--- src/hw/rtl/pe_pkg.sv ---
// Shared types and constants for the polynomial evaluator.
package pe_pkg;

  localparam int NUM_COEF  = 7;   // coefficient registers coef_0..coef_6
  localparam int COEF_W    = 16;  // signed Q8.8
  localparam int DEG_W     = 3;
  localparam int CFG_IDX_W = 3;
  localparam int CFG_DAT_W = 16;
  localparam int ACC_W     = 48;  // signed Q40.8
  localparam int FRAC_W    = 8;
  localparam int PROD_W    = ACC_W + COEF_W;
  localparam int SUM_W     = PROD_W - FRAC_W + 1;

  // register indexes
  localparam logic [CFG_IDX_W-1:0] REG_DEGREE = 3'd0;
  localparam logic [CFG_IDX_W-1:0] REG_COEF0  = 3'd1;

  typedef logic signed [COEF_W-1:0] coef_t;
  typedef logic signed [ACC_W-1:0]  acc_t;
  typedef logic [DEG_W-1:0]         deg_t;

  // one pipeline word between Horner steps
  typedef struct packed {
    logic  valid;
    logic  ovf;
    coef_t x;
    acc_t  acc;
  } stage_t;

endpackage

--- src/hw/rtl/pe_step.sv ---
// One Horner step: multiply stage, then shift/add/saturate stage.
module pe_step import pe_pkg::*; (
  input  logic   clk,
  input  logic   rst_n,
  input  coef_t  coef,
  input  stage_t up,
  output logic   up_ready,
  output stage_t dn,
  input  logic   dn_ready
);

  // stage A: product
  logic                     a_v_r, a_ovf_r, a_ready, a_ld;
  coef_t                    a_x_r;
  logic signed [PROD_W-1:0] a_prod_r, a_prod_nxt, acc_ext, x_ext;
  // stage B: accumulate
  logic                     b_v_r, b_ovf_r, b_ready, b_ld, b_ovf_nxt;
  coef_t                    b_x_r;
  acc_t                     b_acc_r, b_acc_nxt;
  logic signed [SUM_W-1:0]  sum, shifted, coef_sh;
  logic                     pos_sat, neg_sat;

  assign b_ready  = !b_v_r || dn_ready;
  assign a_ready  = !a_v_r || b_ready;
  assign up_ready = a_ready;
  assign a_ld     = a_ready && up.valid;
  assign b_ld     = b_ready && a_v_r;

  assign acc_ext    = {{(PROD_W-ACC_W){up.acc[ACC_W-1]}}, up.acc};
  assign x_ext      = {{(PROD_W-COEF_W){up.x[COEF_W-1]}}, up.x};
  assign a_prod_nxt = acc_ext * x_ext;

  always_ff @(posedge clk) begin
    if (!rst_n) a_v_r <= 1'b0;
    else if (a_ready) a_v_r <= up.valid;
  end

  always_ff @(posedge clk) begin
    if (a_ld) begin
      a_prod_r <= a_prod_nxt;
      a_x_r    <= up.x;
      a_ovf_r  <= up.ovf;
    end
  end

  // floor shift is an arithmetic shift; then add coef in Q40.8
  assign shifted = {a_prod_r[PROD_W-1], a_prod_r[PROD_W-1:FRAC_W]};
  assign coef_sh = {{(SUM_W-COEF_W-FRAC_W){coef[COEF_W-1]}}, coef, {FRAC_W{1'b0}}};
  assign sum     = shifted + coef_sh;
  assign pos_sat = !sum[SUM_W-1] && (|sum[SUM_W-2:ACC_W-1]);
  assign neg_sat = sum[SUM_W-1] && !(&sum[SUM_W-2:ACC_W-1]);

  always_comb begin
    b_acc_nxt = sum[ACC_W-1:0];
    if (pos_sat) b_acc_nxt = {1'b0, {(ACC_W-1){1'b1}}};
    else if (neg_sat) b_acc_nxt = {1'b1, {(ACC_W-1){1'b0}}};
  end
  assign b_ovf_nxt = a_ovf_r || pos_sat || neg_sat;

  always_ff @(posedge clk) begin
    if (!rst_n) b_v_r <= 1'b0;
    else if (b_ready) b_v_r <= a_v_r;
  end

  always_ff @(posedge clk) begin
    if (b_ld) begin
      b_acc_r <= b_acc_nxt;
      b_x_r   <= a_x_r;
      b_ovf_r <= b_ovf_nxt;
    end
  end

  assign dn.valid = b_v_r;
  assign dn.ovf   = b_ovf_r;
  assign dn.x     = b_x_r;
  assign dn.acc   = b_acc_r;

  // overflow from an earlier step is never dropped
  a_ovf_keep: assert property (@(posedge clk) disable iff (!rst_n)
    (b_ld && a_ovf_r) |=> dn.ovf)
    else $error("pe_step: overflow flag lost");

  // zero accumulator gives zero product
  a_zero_prod: assert property (@(posedge clk) disable iff (!rst_n)
    (a_ld && up.acc == '0) |=> (a_prod_r == '0))
    else $error("pe_step: product of zero accumulator not zero");

  // a stalled result holds in the output stage
  a_hold: assert property (@(posedge clk) disable iff (!rst_n)
    (b_v_r && !dn_ready) |=> (b_v_r && $stable(b_acc_r) && $stable(b_ovf_r)))
    else $error("pe_step: stalled result changed");

endmodule

--- config.mk ---
export PLATFORM = sky130hd
export DESIGN_NAME = pe_step
export DESIGN_NICKNAME = d
export VERILOG_FILES = /design/src/hw/rtl/pe_pkg.sv /design/src/hw/rtl/pe_step.sv
export SDC_FILE = /design/constraint.sdc
export NUM_CORES = 2
export LEC_CHECK = 0
export ABC_AREA = 1
export BUFFER_PORTS_ARGS = -buffer_cell sky130_fd_sc_hd__buf_2
export CAP_MARGIN = 20
export CELL_PAD_IN_SITES_DETAIL_PLACEMENT = 2
export CELL_PAD_IN_SITES_GLOBAL_PLACEMENT = 2
export CORE_MARGIN = 10
export CORE_UTILIZATION = 35
export DETAILED_ROUTE_END_ITERATION = 8
export PLACE_DENSITY_LB_ADDON = 0.08
export SKIP_CTS_REPAIR_TIMING = 1
export SLEW_MARGIN = 20
export SYNTH_ARGS = -nofsm -noshare
export SYNTH_HDL_FRONTEND = slang
export SYNTH_SLANG_ARGS = --single-unit
--- constraint.sdc ---
create_clock -name clk -period 6.15 [get_ports clk]
set_input_delay 0.615 -clock clk [delete_from_list [all_inputs] [get_ports clk]]
set_output_delay 0.615 -clock clk [all_outputs]
set_load 0.01 [all_outputs]
==> run_results.csv <==
group,metric,value,unit
drt,viasPerCell,4.72,
sta,slew_headroom,31.0,%
clock_tree,clockRootBuffer,"clkbuf_16",
clock_tree,clock-sinks,140,
placed_design,post-dp-hpwl,113000,um
synth,netlist.area_leader.share,40.1,%
cells_and_area,diodes,0,
cells_and_area,fin_area,42700,sq um
sta,fin_crit_sh,98.1,%
drt,postRouteAntennaNets,0,
global_routing,track_usage,22.5,%
die,die_w,338,um
global_routing,grt-ovfl-total,0,
critical_path,arrival,6270,ps
placed_design,place.gp.congestion,0.858,
synth,syn_nets,5574,
critical_path,critPathRequiredTime,6390,ps
clock_tree,cts_buffers,17,
placed_design,placed_area,41100,sq um
global_routing,grt_pass1_vias,35645,
sta,worst_slack,118,ps
synth,yosysWarnings,0,
sta,hold_viol,0,
critical_path,critPathCaptureType,"flip-flop",
critical_path,worst-setup-path-type,"in2reg",
synth,ys_ff_latch,140,
die,num_rows,116,
synth,synth_area,35400,sq um
global_routing,antenna_found_initial,2,
placed_design,place_ws,-1000,ps
synth,synth_cells,4588,
sta,rsz0062_at_grt,"yes",
drt,drc,0,
cells_and_area,syn_to_final_growth,20.4,%
drt,wl,131000,um
global_routing,grt_pass1_wl,204000,um
sta,period_needed,6030,ps
die,core,100000,sq um
sta,skew,27.5,ps
synth,ys_seq_area_share,11.8,%
synth,yosys.area.top_type,"fa_1",
job,max_cap_viol_count,0,
die,start_util,35.3,%
clock_tree,cts.clk_slew.worst_paths,70,ps
die,pin_count,152,
clock_tree,insertion_delay,510,ps
critical_path,crit_fanout,6,
sta,worst_pin_slew,1040,ps
critical_path,critPathLaunchType,"input port",
die,die_area,114000,sq um
global_routing,grt_max_degree,66,
placed_design,numPortBuffers,151,
outcome,status,"complete, no violations",
worst_hold_path,hold_path_class,"in2reg",
sta,setup_violations,0,
die,die_y,338,um
sta,max_freq,166,MHz
drt,first_iter_violations,1166,
drt,vias,30314,
clock_tree,cts_tree,"done",
drt,wl_per_cell,20.5,um
clock_tree,htreeDepth,4,
synth,yosysUniqueCellTypes,43,
synth,syn_avg_cell_area,7.72,sq um
synth,synth_area_leaders,"fa_1, inv_1, nand2_1",
sta,slew_violations,0,
drt,drtPass1Iterations,5,
cells_and_area,nNetsFinal,6034,
clock_tree,clock_path_buffers,2,
cells_and_area,drive_gt1_share,16.3,%
[flip-flops by register name (all words and copies together), names as in the netlist]
register  cells
a_ovf_r       1
a_prod_r     56
a_v_r         1
a_x_r        16
b_acc_r      48
b_ovf_r       1
b_v_r         1
b_x_r        16
[kinds of logic after synthesis]
group                    synth area share (%)
AO/OA/AOI/OAI                            3.87
XOR/XNOR                                 2.54
adder cells (fa/ha/maj)                  46.9
buffers and inverters                    16.4
flip-flops                               11.8
AND/OR/NAND/NOR                          18.5
[per-layer routing]
metal | global-route usage, % | wire length (um) | share of wire, % | up-vias
li1 | - | - | - | 13968
met1 | 30.3 | 60600 | 46 | 15836
met2 | 39.7 | 64900 | 49 | 409
met3 | 2.05 | 4060 | 3.1 | 99
met4 | 3.26 | 1860 | 1.4 | 2
met5 | 0 | 9 | 0.0068 | -
[critical path, cell delays in order]
cell	delay, ps
buf_6	150
buf_12	170
buf_4	160
nand2_1	80
fa_1	550
inv_1	90
fa_1	560
inv_1	60
fa_1	490
inv_1	50
fa_1	510
fa_1	510
inv_1	50
fa_1	480
inv_1	40
ha_1	320
buf_4	170
nand2_2	90
inv_1	60
a21oi_2	160
o21a_1	150
inv_1	70
nor2_2	170
nor2_1	80
nor2_2	150
o21ai_4	90
xor2_1	160
[synth_stat cells]
master     number
a21boi_0        4
inv_1        1346
or2_2           8
nor3_1         19
buf_6           6
fa_1          710
nand4_1        21
buf_4           2
xnor2_1        36
o21bai_1       14
buf_2           4
xor2_1         65
a31oi_1        24
and3_1          3
dfxtp_1         2
a21o_1         13
nand3_1        59
clkbuf_1      146
nand2_1      1301
nor2_2          5
o221a_2         1
a31o_2          2
o2111ai_1       2
nand3_2         2
or2_0           1
o31ai_1         1
nor2_1        229
xor2_2          1
nand3b_1        1
nor4_1          8
o221ai_1        1
and2_1         10
a21oi_1       125
inv_2           4
o211a_1         1
nor3_2          4
o21ai_0        50
nand2_2         2
ha_1          191
edfxtp_1      138
o21a_1          4
buf_1          20
o21ai_1         2
[path summary, 6_finish.rpt]
path,from,endpoint,slack (ps),cells past startpoint
setup / recovery,up[49],a_prod_r[62],120,27
hold / removal,up[64],a_ovf_r,300,1
setup reg to reg,a_prod_r[37],b_acc_r[3],2510,15
hold reg to reg,a_x_r[4],b_x_r[4],420,0
[layout make-up]
class / instances / area [sq um]
clock inverters: 15 / 201
well taps: 1357 / 1700
clock buffers: 17 / 425
fillers: 11443 / 57600
multi-input cells: 2920 / 26100
flip-flops and latches: 140 / 4180
inverters: 1350 / 5070
repair buffers: 619 / 4940
[stage by stage]
| stage | TNS, ps | hold WS, ps | util [%] | instances |
|---|---|---|---|---|
| after floorplan | 0 | 400 | - | 4588 |
| after global placement | -17870 | 402 | 41.0 | 6377 |
| after detailed placement | -26320 | 405 | 41.0 | 6377 |
| after CTS | -3580 | 273 | 41.6 | 6409 |
| after global routing | -380 | 285 | 42.5 | 6418 |
| final | 0 | 298 | 42.5 | 6418 |
[placed cells by master (no fill, tap or decap), types with 64 or more instances in the layout]
cell,count
inv_1,1335
nand2_1,1296
fa_1,702
buf_4,419
nor2_1,202
ha_1,171
buf_2,141
edfxtp_1,138
a21oi_1,93
xor2_1,64
Power is left out: the tool's default activity adds up to more than one toggle a clock period on the data nets, which glitch-free logic cannot reach.
