$ cat src/hw/rtl/pe_pkg.sv
// Shared types and constants for the polynomial evaluator.
package pe_pkg;

  localparam int NUM_COEF  = 7;   // coefficient registers coef_0..coef_6
  localparam int COEF_W    = 16;  // signed Q8.8
  localparam int DEG_W     = 3;
  localparam int CFG_IDX_W = 3;
  localparam int CFG_DAT_W = 16;
  localparam int ACC_W     = 48;  // signed Q40.8
  localparam int FRAC_W    = 8;
  localparam int PROD_W    = ACC_W + COEF_W;
  localparam int SUM_W     = PROD_W - FRAC_W + 1;

  // register indexes
  localparam logic [CFG_IDX_W-1:0] REG_DEGREE = 3'd0;
  localparam logic [CFG_IDX_W-1:0] REG_COEF0  = 3'd1;

  typedef logic signed [COEF_W-1:0] coef_t;
  typedef logic signed [ACC_W-1:0]  acc_t;
  typedef logic [DEG_W-1:0]         deg_t;

  // one pipeline word between Horner steps
  typedef struct packed {
    logic  valid;
    logic  ovf;
    coef_t x;
    acc_t  acc;
  } stage_t;

endpackage

$ cat src/hw/rtl/pe_cfg.sv
// Configuration registers and effective coefficient selection.
module pe_cfg import pe_pkg::*; #(
  parameter int N_STEP = 6
) (
  input  logic                 clk,
  input  logic                 rst_n,
  input  logic                 cfg_we,
  input  logic [CFG_IDX_W-1:0] cfg_index,
  input  logic [CFG_DAT_W-1:0] cfg_data,
  output coef_t                coef_eff [N_STEP+1]
);

  deg_t  degree_r;
  coef_t coef_r [NUM_COEF];
  deg_t  deg_eff;
  logic [CFG_IDX_W-1:0] coef_idx;

  assign coef_idx = cfg_index - REG_COEF0;

  always_ff @(posedge clk) begin
    if (!rst_n) begin
      degree_r <= '0;
      for (int i = 0; i < NUM_COEF; i++) coef_r[i] <= '0;
    end else if (cfg_we) begin
      case (cfg_index)
        REG_DEGREE: degree_r <= cfg_data[DEG_W-1:0];
        default: coef_r[coef_idx] <= coef_t'(cfg_data);
      endcase
    end
  end

  // degree above the pipeline depth clamps to it
  assign deg_eff = (int'(degree_r) > N_STEP) ? DEG_W'(N_STEP) : degree_r;

  // terms above the degree read as zero
  always_comb begin
    for (int k = 0; k <= N_STEP; k++)
      coef_eff[k] = (k <= int'(deg_eff)) ? coef_r[k] : '0;
  end

endmodule

$ cat config.mk
export PLATFORM = sky130hd
export DESIGN_NAME = pe_cfg
export DESIGN_NICKNAME = d
export VERILOG_FILES = /design/src/hw/rtl/pe_pkg.sv /design/src/hw/rtl/pe_cfg.sv
export SDC_FILE = /design/constraint.sdc
export NUM_CORES = 1
export LEC_CHECK = 0
export ABC_AREA = 1
export BUFFER_PORTS_ARGS = -buffer_cell sky130_fd_sc_hd__buf_2
export CAP_MARGIN = 30
export CORE_MARGIN = 2
export CORE_UTILIZATION = 48
export DETAILED_ROUTE_END_ITERATION = 16
export PLACE_DENSITY = 0.76
export SLEW_MARGIN = 5
export SYNTH_ARGS = -nofsm -noshare
export SYNTH_HDL_FRONTEND = slang
export SYNTH_SLANG_ARGS = --single-unit
$ cat constraint.sdc
create_clock -name clk -period 2.1 [get_ports clk]
set_input_delay 0.21 -clock clk [delete_from_list [all_inputs] [get_ports clk]]
set_output_delay 0.21 -clock clk [all_outputs]
set_load 0.03 [all_outputs]
==> results.sh, run 1 <==
export IMPL_io_pins=134
export IMPL_yosysSeqAreaShare=0.629
export IMPL_drive_gt1_frac=0.292
export IMPL_multi_input_area_sq_mm=0.00131
export IMPL_port_buffers=133
export IMPL_synth_area_leaders="edfxtp_1 (56%), nor2_1 (13%), inv_1 (9.7%), dfxtp_1 (7.3%), nand2_1 (4.3%)"
export IMPL_syn_num_nets=592
export IMPL_nets=744
export IMPL_drc=0
export IMPL_initial_core_util=0.498
export IMPL_vdd_drop_max_mv=0.624
export IMPL_htreeDepth=4
export IMPL_final_period_utilization=0.946
export IMPL_grt_start_max_net_pins=20
export IMPL_final_common_cell="nor2_1"
export IMPL_grt_pass1_vias=3751
export IMPL_start_kind="flop"
export IMPL_arrival_ns=1.78
export IMPL_first_pass_iters=5
export IMPL_synth_cells=568
export IMPL_cts_root_buffer="clkbuf_8"
export IMPL_ant_nets=0
export IMPL_cts_buffers=17
export IMPL_powerDensity_mw_per_mm2=888
export IMPL_dp_hpwl_mm=8.88
export IMPL_max_slew_worst_pin_slew_ns=0.620
export IMPL_leakage_nw=3.41
export IMPL_finalHoldViolations=0
export IMPL_diodes=0
export IMPL_worstPathRequired_ns=1.89
export IMPL_clkTransAtPathRegs_ns=0.06
export IMPL_cap_violations=0
export IMPL_via_per_inst=4.70
export IMPL_fin_tns_setup_ns=0
export IMPL_die_height_microns=108
export IMPL_min_period_ns=1.99
export IMPL_wirelength_mm=12.7
export IMPL_synthArstFlopShare=0
export IMPL_rows=37
export IMPL_globalplace_congestion=0.876
export IMPL_syn_area_sq_mm=0.00519
export IMPL_critPathMaxFanout=16
export IMPL_ys_ff_latch=115
export IMPL_syn_to_final_growth_pct=28.7
export IMPL_fin_hold_ws_ns=0.0303
export IMPL_clock_sinks=115
export IMPL_synth_top_area_frac=0.555
export IMPL_synth_edf_count=96
export IMPL_critical_path_class="reg -> out"
export IMPL_final_cell_mix="nor2_1 (183), inv_1 (134), buf_2 (133)"
export IMPL_antenna_found_initial=0
export IMPL_clock_latency_ns=0.52
export IMPL_fin_skew_ns=0
export IMPL_clk_path_buf_depth=2
export IMPL_hold_path_class="in -> reg"
export IMPL_fmax_ghz=0.504
export IMPL_yosysTopAreaCell="edfxtp_1"
export IMPL_relSlewSlack=0.586
export IMPL_rsz0062_at_grt="false"
export IMPL_cts_setup_buffers=0
export IMPL_wl_per_cell_microns=14.6
export IMPL_yosysUniqueCellTypes=25
export IMPL_grt_total_usage=0.224
export IMPL_grt_overflow=0
export IMPL_status="finished, final reports clean"
export IMPL_cts_tree="yes"
export IMPL_synth_ff_type="edfxtp_1"
export IMPL_dieArea_sq_mm=0.0117
export IMPL_yosys_warnings=0
export IMPL_finalSetupViolCount=0
export IMPL_fp_dieW_microns=108
export IMPL_grt_pass1_wl_mm=19.1
export IMPL_synth_area_per_cell_sq_um=9.14
export IMPL_fillerInstances=842
export IMPL_drt_iter0_markers=413
export IMPL_area_sequential_sq_mm=0.00326
export IMPL_core_area_sq_mm=0.0104
export IMPL_end_kind="output port"
export IMPL_vias=4086
export IMPL_slew_violations=0
## timing repair
item                                    4_1_cts  5_1_grt
cloned                                        0        0
hold buffers                                  0        0
endpoints found under the setup margin       42       16
resized for setup                             3        1
## cells in the mapped netlist, types with 3 or more instances
| library cell | n |
|---|---|
| nor2_2 | 10 |
| clkbuf_1 | 5 |
| nand2_1 | 59 |
| buf_6 | 4 |
| edfxtp_1 | 96 |
| inv_2 | 3 |
| dfxtp_1 | 19 |
| nor2_1 | 184 |
| nor2_4 | 3 |
| o21ai_0 | 3 |
| nand3_1 | 18 |
| buf_2 | 6 |
| nand2_4 | 4 |
| a21oi_1 | 5 |
| inv_1 | 134 |
## logic make-up after synthesis
kind of cell / after synthesis / synth area share
flip-flops: 115 / 0.629
adder cells (fa/ha/maj): 2 / 0.00482
AND/OR/NAND/NOR: 285 / 0.235
AO/OA/AOI/OAI: 9 / 0.00867
buffers and inverters: 157 / 0.123
## power by group
group	total (mW)	leakage, nW	internal (mW)	switching (mW)
combinational	0.546	2.05	0.144	0.402
sequential	2.67	1.07	2.62	0.0473
clock	2.72	0.291	1.69	1.03
## critical path: stages, from the launching register on
cell and delay [ns]:
dfxtp_1 0.40, nor2_2 0.52, nor2_1 0.12, buf_2 0.21
## final timing paths
check               startpoint             to  slack, ns  depth (start not counted)
setup / recovery   degree_r[1]   coef_eff[74]       0.11                          3
hold / removal    cfg_data[12]  coef_r[4][12]       0.03                          3
setup reg to reg   degree_r[2]    degree_r[2]       1.12                          3
hold reg to reg   coef_r[6][6]   coef_r[6][6]       0.49                          2
## layout make-up
class | count | area share
Multi-Input combinational cell | 296 | 0.195
Sequential cell | 115 | 0.488
Inverter | 138 | 0.0783
Clock buffer | 22 | 0.0758
Timing Repair Buffer | 152 | 0.127
Tap cell | 136 | 0.0255
Clock inverter | 10 | 0.0101
## stage by stage
stage / area, sq um / setup WS, ns / power (mW) / std cells / util
after floorplan: 5190 / 0.0263 / 3.05 / 568 / -
after global placement: 6080 / 0.227 / 3.24 / 835 / 0.584
after detailed placement: 6090 / 0.139 / 3.26 / 837 / 0.585
after CTS: 6680 / 0.0513 / 5.95 / 869 / 0.641
after global routing: 6680 / 0.0109 / 6.11 / 869 / 0.642
final: 6680 / 0.114 / 5.93 / 869 / 0.642
## sequential cells by signal, summed over array words and instances, names as in the netlist
signal,count
degree_r,3
coef_r,112
## per-layer routing
| layer | global-route usage | part of all wire | up-vias |
|---|---|---|---|
| met4 | 0.103 | 0.026 | 0 |
| met1 | 0.296 | 0.42 | 1868 |
| met2 | 0.351 | 0.47 | 191 |
| met5 | 0 | 0 | - |
| met3 | 0.0561 | 0.079 | 25 |
| li1 | - | - | 2002 |
No activity file was read; power rests on OpenSTA's default activity.
==> inputs of run 2 (changes only) <==
--- a/config.mk
+++ b/config.mk
@@ -9,9 +9,10 @@
 export BUFFER_PORTS_ARGS = -buffer_cell sky130_fd_sc_hd__buf_2
 export CAP_MARGIN = 30
 export CORE_MARGIN = 2
-export CORE_UTILIZATION = 48
+export CORE_UTILIZATION = 50
+export CTS_BUF_LIST = sky130_fd_sc_hd__clkbuf_8
 export DETAILED_ROUTE_END_ITERATION = 16
-export PLACE_DENSITY = 0.76
+export PLACE_DENSITY = 0.79
 export SLEW_MARGIN = 5
 export SYNTH_ARGS = -nofsm -noshare
 export SYNTH_HDL_FRONTEND = slang
==> run 2 against run 1 <==
Compared with the run above: final cell count is 0.12% lower; final area is 3.2% lower; flip-flop and latch count stayed put; first-iteration DRC count is 9.4% lower; largest power group is now sequential cells; largest cell class unchanged; sequential power hardly changed; critical path type unchanged; worst setup slack better by 0.041 ns.
==> results.sh, run 2 (same netlist as run 1, synthesis figures left out) <==
export IMPL_port_buffers=133
export IMPL_worstPathRequired_ns=1.89
export IMPL_start_kind="flop"
export IMPL_drc=0
export IMPL_hold_end="degree_r[0]"
export IMPL_min_delay_path_depth=3
export IMPL_cts_root_buffer="clkbuf_8"
export IMPL_fmax_ghz=0.514
export IMPL_rsz0062_at_grt="false"
export IMPL_die_height_microns=106
export IMPL_grt_pass1_vias=3949
export IMPL_clock_sinks=115
export IMPL_initial_core_util=0.510
export IMPL_min_period_ns=1.94
export IMPL_fp_dieW_microns=106
export IMPL_rows=37
export IMPL_final_period_utilization=0.926
export IMPL_fillerInstances=826
export IMPL_finalPower_mw=5.13
export IMPL_finalHoldViolations=0
export IMPL_final_common_cell="nor2_1"
export IMPL_largestRegisters="coef_r: 112 flops, degree_r: 3 flops"
export IMPL_antenna_found_initial=0
export IMPL_end_kind="output port"
export IMPL_wirelength_mm=12.2
export IMPL_max_slew_worst_pin_slew_ns=0.658
export IMPL_first_pass_iters=5
export IMPL_arrival_ns=1.73
export IMPL_powerDensity_mw_per_mm2=794
export IMPL_vdd_drop_max_mv=0.406
export IMPL_finalSetupViolCount=0
export IMPL_fin_hold_ws_ns=0.125
export IMPL_clkTransAtPathRegs_ns=0.07
export IMPL_grt_total_usage=0.225
export IMPL_diodes=0
export IMPL_cap_violations=0
export IMPL_core_area_sq_mm=0.0102
export IMPL_globalplace_congestion=0.827
export IMPL_dieArea_sq_mm=0.0112
export IMPL_timing_rr_start="degree_r[2]"
export IMPL_hold_path_class="in -> reg"
export IMPL_grt_start_max_net_pins=20
export IMPL_postCtsHoldBufs=0
export IMPL_final_cells=868
export IMPL_nets=743
export IMPL_drive_gt1_frac=0.290
export IMPL_io_pins=134
export IMPL_utilization=0.635
export IMPL_status="finished, final reports clean"
export IMPL_critPathMaxFanout=18
export IMPL_syn_to_final_growth_pct=24.6
export IMPL_dp_hpwl_mm=8.79
export IMPL_wl_per_cell_microns=14.1
export IMPL_leakage_nw=3.30
export IMPL_clock_latency_ns=0.41
export IMPL_final_cell_mix="nor2_1 (183), inv_1 (136), buf_2 (133)"
export IMPL_grt_pass1_wl_mm=18.9
export IMPL_min_from="cfg_data[0]"
export IMPL_fin_skew_ns=0
export IMPL_clk_path_buf_depth=2
export IMPL_rr_worst_depth=3
export IMPL_ant_nets=0
export IMPL_via_per_inst=4.67
export IMPL_dp_cells=836
export IMPL_top_register="coef_r"
export IMPL_fin_tns_setup_ns=0
export IMPL_htreeDepth=4
export IMPL_timing_rr_end="degree_r[2]"
export IMPL_slew_violations=0
export IMPL_cts_tree="yes"
export IMPL_largest_register_ffs=112
export IMPL_cts_buffers=17
export IMPL_vias=4055
export IMPL_grt_overflow=0
export IMPL_reg2reg_slack_ns=1.14
export IMPL_drt_iter0_markers=374
export IMPL_critical_path_class="reg -> out"
export IMPL_relSlewSlack=0.561
run 2: cell type report:
| type | instances | area (sq um) | share of cell area |
|---|---|---|---|
| clock buffers | 22 | 303 | 0.0468 |
| clock inverters | 10 | 81.3 | 0.0126 |
| inverters | 138 | 523 | 0.0809 |
| multi-input cells | 296 | 1300 | 0.201 |
| flip-flops and latches | 115 | 3260 | 0.505 |
| well taps | 136 | 170 | 0.0263 |
| repair buffers | 151 | 826 | 0.128 |
run 2: worst max-delay path by stage:
stage | slack [ns] | start | endpoint | cells after the start
2_1_floorplan | 0.03 | cfg_index[0] | coef_r[2][0] | 8
3_3_place_gp | 0.23 | cfg_index[0] | coef_r[2][12] | 9
3_5_place_dp | 0.15 | cfg_index[0] | coef_r[2][7] | 9
4_1_cts | 0.14 | degree_r[2] | coef_eff[14] | 4
5_1_grt | 0.002 | degree_r[2] | coef_eff[12] | 4
6_report | 0.16 | degree_r[2] | coef_eff[14] | 4
run 2: worst max-delay path, stage by stage (launching register included):
cell     delay [ns]
dfxtp_1        0.43
buf_4          0.27
nand2_2        0.24
nor2_1         0.16
buf_2          0.21
run 2: report_power, final:
part	internal (mW)	switching, mW
logic	0.141	0.401
clock network	1.08	0.844
registers	2.62	0.0483
total	3.84	1.29
run 2: timing repair:
action | in CTS | in global routing
gates resized for setup | 3 | 0
buffers inserted | 0 | 0
endpoints found under the hold margin | 0 | 0
setup endpoints to repair | 31 | 0
run 2: through the flow:
step	area, sq um	setup WS (ns)
final	6470	0.155
after global routing	6470	0.00204
after CTS	6470	0.140
after detailed placement	6070	0.150
after global placement	6070	0.227
after floorplan	5190	0.0263
run 2: metal layers:
metal / vias to the layer above / wire length (microns) / GRT usage
li1: 2000 / - / -
met1: 1810 / 4750 / 0.266
met2: 218 / 5790 / 0.365
met3: 27 / 1320 / 0.0736
met4: 0 / 365 / 0.123
met5: - / 0 / 0
